[src/design/mmp_pkg.sv]
// mmp_pkg: shared constants and controller/datapath handshake types for the
// MD5 message padder. No dependencies.
package mmp_pkg;

  localparam int unsigned BLOCK_BYTES = 64;
  localparam int unsigned COUNT_W     = 61;
  localparam int unsigned POS_W       = $clog2(BLOCK_BYTES);
  localparam int unsigned WIDX_W      = POS_W - 2;

  localparam logic [7:0]        PAD_BYTE    = 8'h80;
  localparam logic [POS_W-1:0]  LEN_POS     = POS_W'(BLOCK_BYTES - 8);
  localparam logic [POS_W-1:0]  LAST_POS    = POS_W'(BLOCK_BYTES - 1);
  localparam logic [WIDX_W-1:0] LEN_LO_WIDX = WIDX_W'((BLOCK_BYTES - 8) / 4);
  localparam logic [WIDX_W-1:0] LAST_WIDX   = WIDX_W'(BLOCK_BYTES / 4 - 1);

  localparam logic CMD_DATA = 1'b0;
  localparam logic CMD_END  = 1'b1;

  typedef struct packed {
    logic data_load;
    logic pad_first;
    logic pad_next;
  } mmp_cmd_t;

  typedef struct packed {
    logic slot_free;
    logic pad_final;
  } mmp_stat_t;

endpackage

[src/design/mmp_in_if.sv]
// mmp_in_if: input channel of the MD5 padder (command and data byte).
// No dependencies.
interface mmp_in_if;
  logic       valid;
  logic       ready;
  logic       cmd;
  logic [7:0] data_byte;

  modport source (output valid, output cmd, output data_byte, input ready);
  modport sink   (input valid, input cmd, input data_byte, output ready);
endinterface

[src/design/mmp_out_if.sv]
// mmp_out_if: output channel of the MD5 padder (block words and markers).
// No dependencies.
interface mmp_out_if;
  logic        valid;
  logic        ready;
  logic [31:0] word;
  logic        last_of_block;
  logic        last_of_message;

  modport source (output valid, output word, output last_of_block,
                  output last_of_message, input ready);
  modport sink   (input valid, input word, input last_of_block,
                  input last_of_message, output ready);
endinterface

[src/design/mmp_datapath.sv]
// mmp_datapath: byte counter, word packer, padding word generator and output
// register of the MD5 padder. Depends on mmp_pkg.
module mmp_datapath
  import mmp_pkg::*;
(
  input  logic        clk_i,
  input  logic        rst_ni,
  input  mmp_cmd_t    cmd_i,
  output mmp_stat_t   stat_o,
  input  logic [7:0]  data_byte_i,
  output logic        out_valid_o,
  input  logic        out_ready_i,
  output logic [31:0] word_o,
  output logic        last_of_block_o,
  output logic        last_of_message_o
);

  logic [COUNT_W-1:0] count_q, count_d;
  logic [23:0]        partial_q, partial_d;
  logic [WIDX_W-1:0]  widx_q, widx_d;
  logic               extra_q, extra_d;
  logic               out_valid_q, out_valid_d;
  logic [31:0]        word_q, word_d;
  logic               lob_q, lob_d, lom_q, lom_d;

  logic [POS_W-1:0]   pos;
  logic [1:0]         lane;
  logic [4:0]         shamt;
  logic [63:0]        bit_len;
  logic               slot_free;
  logic               first_extra;
  logic               pad_final;
  logic               load;

  assign pos         = count_q[POS_W-1:0];
  assign lane        = pos[1:0];
  assign shamt       = {lane, 3'b000};
  assign bit_len     = {count_q, 3'b000};
  assign slot_free   = !out_valid_q || out_ready_i;
  assign first_extra = (pos >= LEN_POS);
  assign pad_final   = !extra_q && (widx_q == LAST_WIDX);
  assign load        = (cmd_i.data_load && (lane == 2'd3)) || cmd_i.pad_first
                       || cmd_i.pad_next;

  assign stat_o.slot_free = slot_free;
  assign stat_o.pad_final = pad_final;

  always_comb begin
    count_d     = count_q;
    partial_d   = partial_q;
    widx_d      = widx_q;
    extra_d     = extra_q;
    word_d      = word_q;
    lob_d       = lob_q;
    lom_d       = lom_q;
    out_valid_d = load ? 1'b1 : (out_ready_i ? 1'b0 : out_valid_q);
    if (cmd_i.data_load) begin
      count_d = count_q + COUNT_W'(1);
      if (lane == 2'd3) begin
        partial_d = '0;
        word_d    = {data_byte_i, partial_q};
        lob_d     = (pos == LAST_POS);
        lom_d     = 1'b0;
      end else begin
        partial_d = partial_q | 24'({24'(data_byte_i)} << shamt);
      end
    end else if (cmd_i.pad_first) begin
      word_d  = {8'h00, partial_q} | (32'(PAD_BYTE) << shamt);
      lob_d   = (pos[POS_W-1:2] == LAST_WIDX);
      lom_d   = 1'b0;
      widx_d  = pos[POS_W-1:2] + WIDX_W'(1);
      extra_d = first_extra && (pos[POS_W-1:2] != LAST_WIDX);
    end else if (cmd_i.pad_next) begin
      if (!extra_q && widx_q == LEN_LO_WIDX) begin
        word_d = bit_len[31:0];
      end else if (pad_final) begin
        word_d = bit_len[63:32];
      end else begin
        word_d = '0;
      end
      lob_d   = (widx_q == LAST_WIDX);
      lom_d   = pad_final;
      widx_d  = widx_q + WIDX_W'(1);
      extra_d = extra_q && (widx_q != LAST_WIDX);
      if (pad_final) begin
        count_d   = '0;
        partial_d = '0;
      end
    end
  end

  always_ff @(posedge clk_i or negedge rst_ni) begin
    if (!rst_ni) begin
      count_q     <= '0;
      partial_q   <= '0;
      widx_q      <= '0;
      extra_q     <= 1'b0;
      out_valid_q <= 1'b0;
    end else begin
      count_q     <= count_d;
      partial_q   <= partial_d;
      widx_q      <= widx_d;
      extra_q     <= extra_d;
      out_valid_q <= out_valid_d;
    end
  end

  always_ff @(posedge clk_i) begin
    word_q <= word_d;
    lob_q  <= lob_d;
    lom_q  <= lom_d;
  end

  assign out_valid_o       = out_valid_q;
  assign word_o            = word_q;
  assign last_of_block_o   = lob_q;
  assign last_of_message_o = lom_q;

  // padding words only go out when the output register can take them
  a_pad_slot: assert property (@(posedge clk_i) disable iff (!rst_ni)
    (cmd_i.pad_first || cmd_i.pad_next) |-> slot_free)
    else $error("padding word loaded into busy output register");

  // the final word of a message always closes a block
  a_lom_lob: assert property (@(posedge clk_i) disable iff (!rst_ni)
    (out_valid_q && lom_q) |-> lob_q)
    else $error("message end not on block boundary");

  // message state is cleared after the length word goes out
  a_clear: assert property (@(posedge clk_i) disable iff (!rst_ni)
    (cmd_i.pad_next && pad_final) |=> (count_q == '0 && partial_q == '0))
    else $error("byte count not cleared after message");

endmodule

[src/design/mmp_ctrl.sv]
// mmp_ctrl: controller of the MD5 padder; accepts transactions and steps
// through the padding words. Depends on mmp_pkg.
module mmp_ctrl
  import mmp_pkg::*;
(
  input  logic      clk_i,
  input  logic      rst_ni,
  input  logic      in_valid_i,
  input  logic      in_cmd_i,
  output logic      in_ready_o,
  output mmp_cmd_t  cmd_o,
  input  mmp_stat_t stat_i
);

  localparam logic ST_IDLE = 1'b0;
  localparam logic ST_PAD  = 1'b1;

  logic state_q, state_d;
  logic accept;

  assign in_ready_o = (state_q == ST_IDLE) && stat_i.slot_free;
  assign accept     = in_valid_i && in_ready_o;

  always_comb begin
    state_d = state_q;
    cmd_o   = '0;
    unique case (state_q)
      ST_IDLE: begin
        if (accept) begin
          if (in_cmd_i == CMD_END) begin
            cmd_o.pad_first = 1'b1;
            state_d         = ST_PAD;
          end else begin
            cmd_o.data_load = 1'b1;
          end
        end
      end
      ST_PAD: begin
        if (stat_i.slot_free) begin
          cmd_o.pad_next = 1'b1;
          if (stat_i.pad_final) begin
            state_d = ST_IDLE;
          end
        end
      end
      default: state_d = ST_IDLE;
    endcase
  end

  always_ff @(posedge clk_i or negedge rst_ni) begin
    if (!rst_ni) begin
      state_q <= ST_IDLE;
    end else begin
      state_q <= state_d;
    end
  end

endmodule

[src/design/md5_message_padder.sv]
// md5_message_padder: MD5 padding of a byte stream into 32-bit block words.
// A word shows in the cycle after its last byte. Throughput: one data
// byte per cycle while out_o is free; an end command yields 3 to 18 words,
// one per cycle while the sink takes them, and input stalls until the last.
// Reset (async, active low) clears the byte count, partial word and output.
// Depends on mmp_pkg, mmp_in_if, mmp_out_if, mmp_ctrl, mmp_datapath.
module md5_message_padder
  import mmp_pkg::*;
(
  input logic     clk_i,
  input logic     rst_ni,
  mmp_in_if.sink   in_i,
  mmp_out_if.source out_o
);

  mmp_cmd_t  cmd;
  mmp_stat_t stat;

  mmp_ctrl u_ctrl (
    .clk_i      (clk_i),
    .rst_ni     (rst_ni),
    .in_valid_i (in_i.valid),
    .in_cmd_i   (in_i.cmd),
    .in_ready_o (in_i.ready),
    .cmd_o      (cmd),
    .stat_i     (stat)
  );

  mmp_datapath u_datapath (
    .clk_i             (clk_i),
    .rst_ni            (rst_ni),
    .cmd_i             (cmd),
    .stat_o            (stat),
    .data_byte_i       (in_i.data_byte),
    .out_valid_o       (out_o.valid),
    .out_ready_i       (out_o.ready),
    .word_o            (out_o.word),
    .last_of_block_o   (out_o.last_of_block),
    .last_of_message_o (out_o.last_of_message)
  );

endmodule
[src/flat_wrapper.sv]
// flat-port wrapper written by rule: the top's interface ports become plain ports
module md5_message_padder_flat import mmp_pkg::*;
  (clk_i, rst_ni, in_i_valid, in_i_cmd, in_i_data_byte, in_i_ready, out_o_valid, out_o_word, out_o_last_of_block, out_o_last_of_message, out_o_ready);
  mmp_in_if in_i_i ();
  mmp_out_if out_o_i ();
  input logic clk_i;
  input logic rst_ni;
  input wire logic [$bits(in_i_i.valid)-1:0] in_i_valid;
  input wire logic [$bits(in_i_i.cmd)-1:0] in_i_cmd;
  input wire logic [$bits(in_i_i.data_byte)-1:0] in_i_data_byte;
  output wire logic [$bits(in_i_i.ready)-1:0] in_i_ready;
  output wire logic [$bits(out_o_i.valid)-1:0] out_o_valid;
  output wire logic [$bits(out_o_i.word)-1:0] out_o_word;
  output wire logic [$bits(out_o_i.last_of_block)-1:0] out_o_last_of_block;
  output wire logic [$bits(out_o_i.last_of_message)-1:0] out_o_last_of_message;
  input wire logic [$bits(out_o_i.ready)-1:0] out_o_ready;
  assign in_i_i.valid = in_i_valid;
  assign in_i_i.cmd = in_i_cmd;
  assign in_i_i.data_byte = in_i_data_byte;
  assign in_i_ready = in_i_i.ready;
  assign out_o_valid = out_o_i.valid;
  assign out_o_word = out_o_i.word;
  assign out_o_last_of_block = out_o_i.last_of_block;
  assign out_o_last_of_message = out_o_i.last_of_message;
  assign out_o_i.ready = out_o_ready;
  md5_message_padder u_core (.clk_i(clk_i), .rst_ni(rst_ni), .in_i(in_i_i), .out_o(out_o_i));
endmodule
[config.mk]
export PLATFORM = sky130hd
export DESIGN_NAME = md5_message_padder_flat
export DESIGN_NICKNAME = d
export VERILOG_FILES = /design/src/design/mmp_pkg.sv /design/src/design/mmp_in_if.sv /design/src/design/mmp_out_if.sv /design/src/design/mmp_datapath.sv /design/src/design/mmp_ctrl.sv /design/src/design/md5_message_padder.sv /design/src/flat_wrapper.sv
export SDC_FILE = /design/constraint.sdc
export NUM_CORES = 1
export LEC_CHECK = 0
export BUFFER_PORTS_ARGS = -buffer_cell sky130_fd_sc_hd__buf_2
export CAP_MARGIN = 20
export CORE_UTILIZATION = 55
export CTS_BUF_LIST = sky130_fd_sc_hd__clkbuf_2
export DETAILED_ROUTE_END_ITERATION = 7
export GPL_TIMING_DRIVEN = 0
export PLACE_DENSITY_LB_ADDON = 0.12
export REMOVE_ABC_BUFFERS = 1
export SLEW_MARGIN = 5
export SYNTH_ARGS = -nofsm -noshare
export SYNTH_HDL_FRONTEND = slang
export SYNTH_HIERARCHICAL = 1
export SYNTH_SLANG_ARGS = --single-unit
[constraint.sdc]
create_clock -name clk_i -period 7.3 [get_ports clk_i]
set_input_delay 0.365 -clock clk_i [delete_from_list [all_inputs] [get_ports clk_i]]
set_output_delay 0.365 -clock clk_i [all_outputs]
set_load 0.005 [all_outputs]
# Yosys cells after proc, flatten, opt, wreduce, memory -nomap -nowiden
# Index checks and enable logic that the tools add are counted.
# W data, S select, Z words.
# totals
regBits	126
input_bits	13
out_inout_bits	36
word_cells	87
# op_classes
add_sub_neg	3
n_lt_le_gt_ge	1
n_eq_ne	9
shifts	2
muxes	39
bitwise_logic	4
n_reduce_logical	20
# ops
cell	n
$mux W61	4
$mux W32	6
$mux W24	5
$add A61 B1 Y61 const B	1
$or A24 B32 Y32	1
$shl A8 B5 Y32 const A	1
$or A24 B24 Y24	1
$shl A8 B5 Y24	1
$mux W1	19
$eq A4 B4 Y1 const B	3
$add A4 B1 Y4 const B	2
$mux W4	2
$ne A4 B4 Y1 const B	2
$reduce_bool A2 Y1	4
$logic_and A1 B1 Y1	7
$eq A6 B6 Y1 const B	1
$ge A6 B6 Y1 const B	1
$mux W2	2
$ne A2 B1 Y1 const B	2
$reduce_and A2 Y1	2
$logic_or A1 B1 Y1	3
$reduce_and A3 Y1	1
$reduce_bool A3 Y1	1
$eq A2 B2 Y1 const B	1
other kinds (3)	5

# Longest topological paths before layout
# logic_depth
depth_word	10
mapped_depth	11
ltp_nobuf	8

# Cells and area by module
# The synthesis kept the hierarchy.
# modules_own_cells
mod	instances	cells_each	area_per_inst_um2	seq_area_each_um2
mmp_datapath	1	621	6301.0	3298.2
mmp_ctrl	1	7	67.6	25.0

# Worst setup path after synthesis
# Ideal clock, no wire load.
# synth_timing
path_type	input port to flip-flop
start	input port out_o_ready
end	register u_core.u_datapath.lob_q (netlist: u_core/u_datapath/last_of_block_o), enable pin
setup_time_ps	492
arrival_ps	2317
t_required_ps	6808
path_slack_ps	4490
cell_stages	8
path_cell_list	nand2b_1 > buf_4 > nor2b_1 > and3b_1 > buf_2 > clkinv_1 > o21ai_1 > nand2_1
# synth_lines
element	line_no	source
start: declaration	flat_wrapper.sv:16	input wire logic [$bits(out_o_i.ready)-1:0] out_o_ready;
end signal: assignment	mmp_datapath.sv:110	lob_q <= lob_d;
end: declaration	mmp_datapath.sv:24	logic lob_q, lob_d, lom_q, lom_d;

==> run_results.csv <==
group,metric,value,unit
setup_path,r2r_slack,3.30,ns
setup_path,end_kind,"flip-flop",
detailed_routing,ant_nets,0,
cells_and_area,instances_no_fill,832,
detailed_routing,wl,16800,um
detailed_routing,dr.first_iter.drc_count,562,
setup_path,path_max_fanout,21,
place,postPlaceCellArea,6750,sq um
global_routing,grtUsageMet3,6.34,%
synthesis,syn_area_per_cell,10.1,sq um
global_routing,gr-usage-met1,41.4,%
power_and_ir_drop,ir_drop,0.235,mV
die,ios,49,
cells_and_area,utilization,63.3,%
power_and_ir_drop,cellPowerDensity,271,nW/um^2
run_status,status,"complete, no violations",
clock_network,cts_inserted_buffers,17,
timing,maxSlewHeadroom,32.8,%
synthesis,syn_area,6370,sq um
global_routing,grt_use_total,30.6,%
synthesis,yosys-top-cells-area,"dfrtp_1 36%, edfxtp_1 16%, mux2i_1 5.5%",
timing,clock_skew,0.0344,ns
cells_and_area,diodes,0,
synthesis,synth-main-ff-cell,"dfrtp_1",
global_routing,grt_busiest_layer,"met2",
clock_network,cts.clk_slew.worst_paths,0.17,ns
synthesis,yosysTopAreaCell,"dfrtp_1",
setup_path,rr_endpoint,"u_core/u_datapath/word_o[22]",
timing,slew_viol_final,0,
timing,tightest_slew,0.999,ns
cells_and_area,layout-drive-gt1-share,16.9,%
cells_and_area,final_area,7020,sq um
synthesis,yosysSeqAreaShare,52.2,%
synthesis,ys_types,56,
synthesis,synth_warnings,6,
clock_network,cts_sinks,126,
power_and_ir_drop,combPwrFrac,25.9,%
setup_path,start_kind,"flip-flop",
timing,period_share,54.8,%
detailed_routing,vias_per_cell,6.43,
global_routing,grt_max_degree,50,
setup_path,crit_type,"flip-flop to flip-flop",
power_and_ir_drop,p_clk_share,17.6,%
timing,hold_viol,0,
setup_path,endpoint,"u_core/u_datapath/word_o[22]",
timing,rsz0062_at_grt,"no",
global_routing,grt-ovfl-total,0,
place,port_buffers,48,
clock_network,clk_latency,0.69,ns
setup_path,critPathArrivalTime,4.46,ns
global_routing,grt_pass1_vias,5021,
clock_network,cts_root_buf,"clkbuf_2",
cells_and_area,nets,697,
timing,min_period,4.00,ns
synthesis,syn_inst,628,
worst_hold_path,min_path_type,"input pin to asynchronous set/reset pin",
die,die-height,110,um
detailed_routing,drt_pass1_iterations,7,
die,die_width,110,um
power_and_ir_drop,sw_frac_of_total,35.2,%
global_routing,antenna_found_initial,0,
clock_network,post_cts_resized,0,
die,die_area,12000,sq um
power_and_ir_drop,internal_power,1.23,mW
power_and_ir_drop,p_leak,2.88,nW
detailed_routing,wire_per_inst,20.2,um
power_and_ir_drop,p_seq_share,56.4,%
synthesis,synth_edf_count,34,
place,hpwl,11800,um
cells_and_area,fillerInstances,926,
setup_path,crit_required,7.75,ns
setup_path,rr_startpoint,"u_core/u_datapath/out_valid_o",
clock_network,cts_tree,"yes",
timing,fin_setup_tns,0,ns
cells_and_area,mostFrequentLayoutCells,"91 x dfrtp_1, 85 x nand2_1, 58 x nand3_1",
die,num_rows,38,
synthesis,async_flop_share,73.0,%
clock_network,cts_setup_buffers,0,
global_routing,grt_first_pass_wirelength,26900,um
synthesis,yosys.area.top_type_share,36.1,%
die,start_util,57.5,%
die,placeableCoreArea,11100,sq um
clock_network,hold_buffers,10,
cells_and_area,area_growth,10.2,%
synthesis,synth_seq_cells,126,
flow_run,cap_violations,0,
clock_network,clk_path_buf_depth,2,
detailed_routing,drc,0,
timing,fmax,250,MHz
global_routing,met2_usage,47.2,%
cells_and_area,final_common_cell,"dfrtp_1",
setup_path,rr_worst_depth,7,
clock_network,htreeDepth,4,
place,gp_congestion,0.862,
detailed_routing,vias,5351,
power_and_ir_drop,p_sw,669,uW
timing,setup_violations,0,
setup_path,startpoint,"u_core/u_datapath/out_valid_o",
place,place_inst,789,
## cell usage after synthesis (4+ instances only)
| master | number |
|---|---|
| nor2_1 | 42 |
| a21oi_1 | 32 |
| inv_1 | 15 |
| nor3_1 | 13 |
| nand3_1 | 59 |
| buf_2 | 9 |
| nand2_1 | 85 |
| dfrtp_1 | 92 |
| edfxtp_1 | 34 |
| nor4_1 | 6 |
| ha_1 | 5 |
| nor4_2 | 6 |
| clkbuf_1 | 15 |
| o211ai_1 | 16 |
| o21ai_0 | 45 |
| mux2i_1 | 35 |
| o31ai_1 | 33 |
| o41ai_1 | 4 |
| mux2_2 | 4 |
| o31ai_2 | 4 |
| nand4_1 | 19 |
## logic make-up after synthesis
family / count (synthesis) / synth area share (%)
AND/OR/NAND/NOR: 258 / 21.7
flip-flops: 126 / 52.2
buffers and inverters: 47 / 3.22
AO/OA/AOI/OAI: 152 / 15.5
XOR/XNOR: 1 / 0.138
adder cells (fa/ha/maj): 5 / 0.982
multiplexers: 39 / 6.21
## flip-flops by register name, indices dropped and copies added (netlist names)
register	count
u_core/u_datapath/count_q	61
u_core/u_datapath/last_of_block_o	1
u_core/u_datapath/word_o	32
u_core/u_datapath/last_of_message_o	1
u_core/u_datapath/extra_q	1
u_core/u_datapath/out_valid_o	1
u_core/u_datapath/partial_q	24
u_core/u_ctrl/state_q	1
u_core/u_datapath/widx_q	4
## cell type report
| class | count | area (sq um) | share of cell area, % |
|---|---|---|---|
| multi-input combinational | 455 | 2850 | 40.5 |
| clock inverter | 6 | 25.0 | 0.357 |
| inverter | 16 | 60.1 | 0.856 |
| timing repair buffer | 63 | 457 | 6.51 |
| clock buffer | 26 | 130 | 1.85 |
| tap | 140 | 175 | 2.50 |
| sequential | 126 | 3320 | 47.4 |
## metrics by stage
step           hold WS (ns)  worst slack [ns]  power [mW]
2_1_floorplan        0.0694              3.25        1.33
3_3_place_gp          0.461              1.58        1.52
3_5_place_dp          0.445              3.27        1.57
4_1_cts               0.211              3.30        1.90
5_1_grt               0.212              2.92        2.01
6_report              0.224              3.30        1.90
## worst max-delay path, cell delays in order, from the launching register on
cell and delay (ns):
dfrtp_1 0.43, nand2b_1 0.14, nor2b_1 0.17, and3b_1 0.76
clkinv_1 0.72, o21ai_1 0.53, nand2_1 0.62, buf_16 0.38
## layer usage
metal / vias to the layer above / routed length (um)
li1: 2452 / -
met1: 2635 / 7230
met2: 221 / 8010
met3: 43 / 1060
met4: 0 / 544
met5: - / 0
## power groups by stage
stage | clock [mW] | combinational, mW | sequential, mW
after floorplan | 0 | 0.271 | 1.06
after CTS | 0.340 | 0.489 | 1.07
after detailed placement | 0 | 0.483 | 1.08
after global placement | 0 | 0.443 | 1.07
after global routing | 0.370 | 0.550 | 1.09
final | 0.335 | 0.492 | 1.07
## worst min path at each step
stage / to / slack [ns] / cells after the start
floorplan: u_core/u_ctrl/state_q / 0.07 / 0
global placement: u_core/u_datapath/count_q[60] / 0.46 / 1
detailed placement: u_core/u_datapath/partial_q[10] / 0.44 / 1
CTS: u_core/u_datapath/count_q[40] / 0.21 / 2
global route: u_core/u_datapath/count_q[40] / 0.21 / 2
finish: u_core/u_datapath/partial_q[10] / 0.22 / 2
Note: power is estimated with default switching activity, not from simulation.
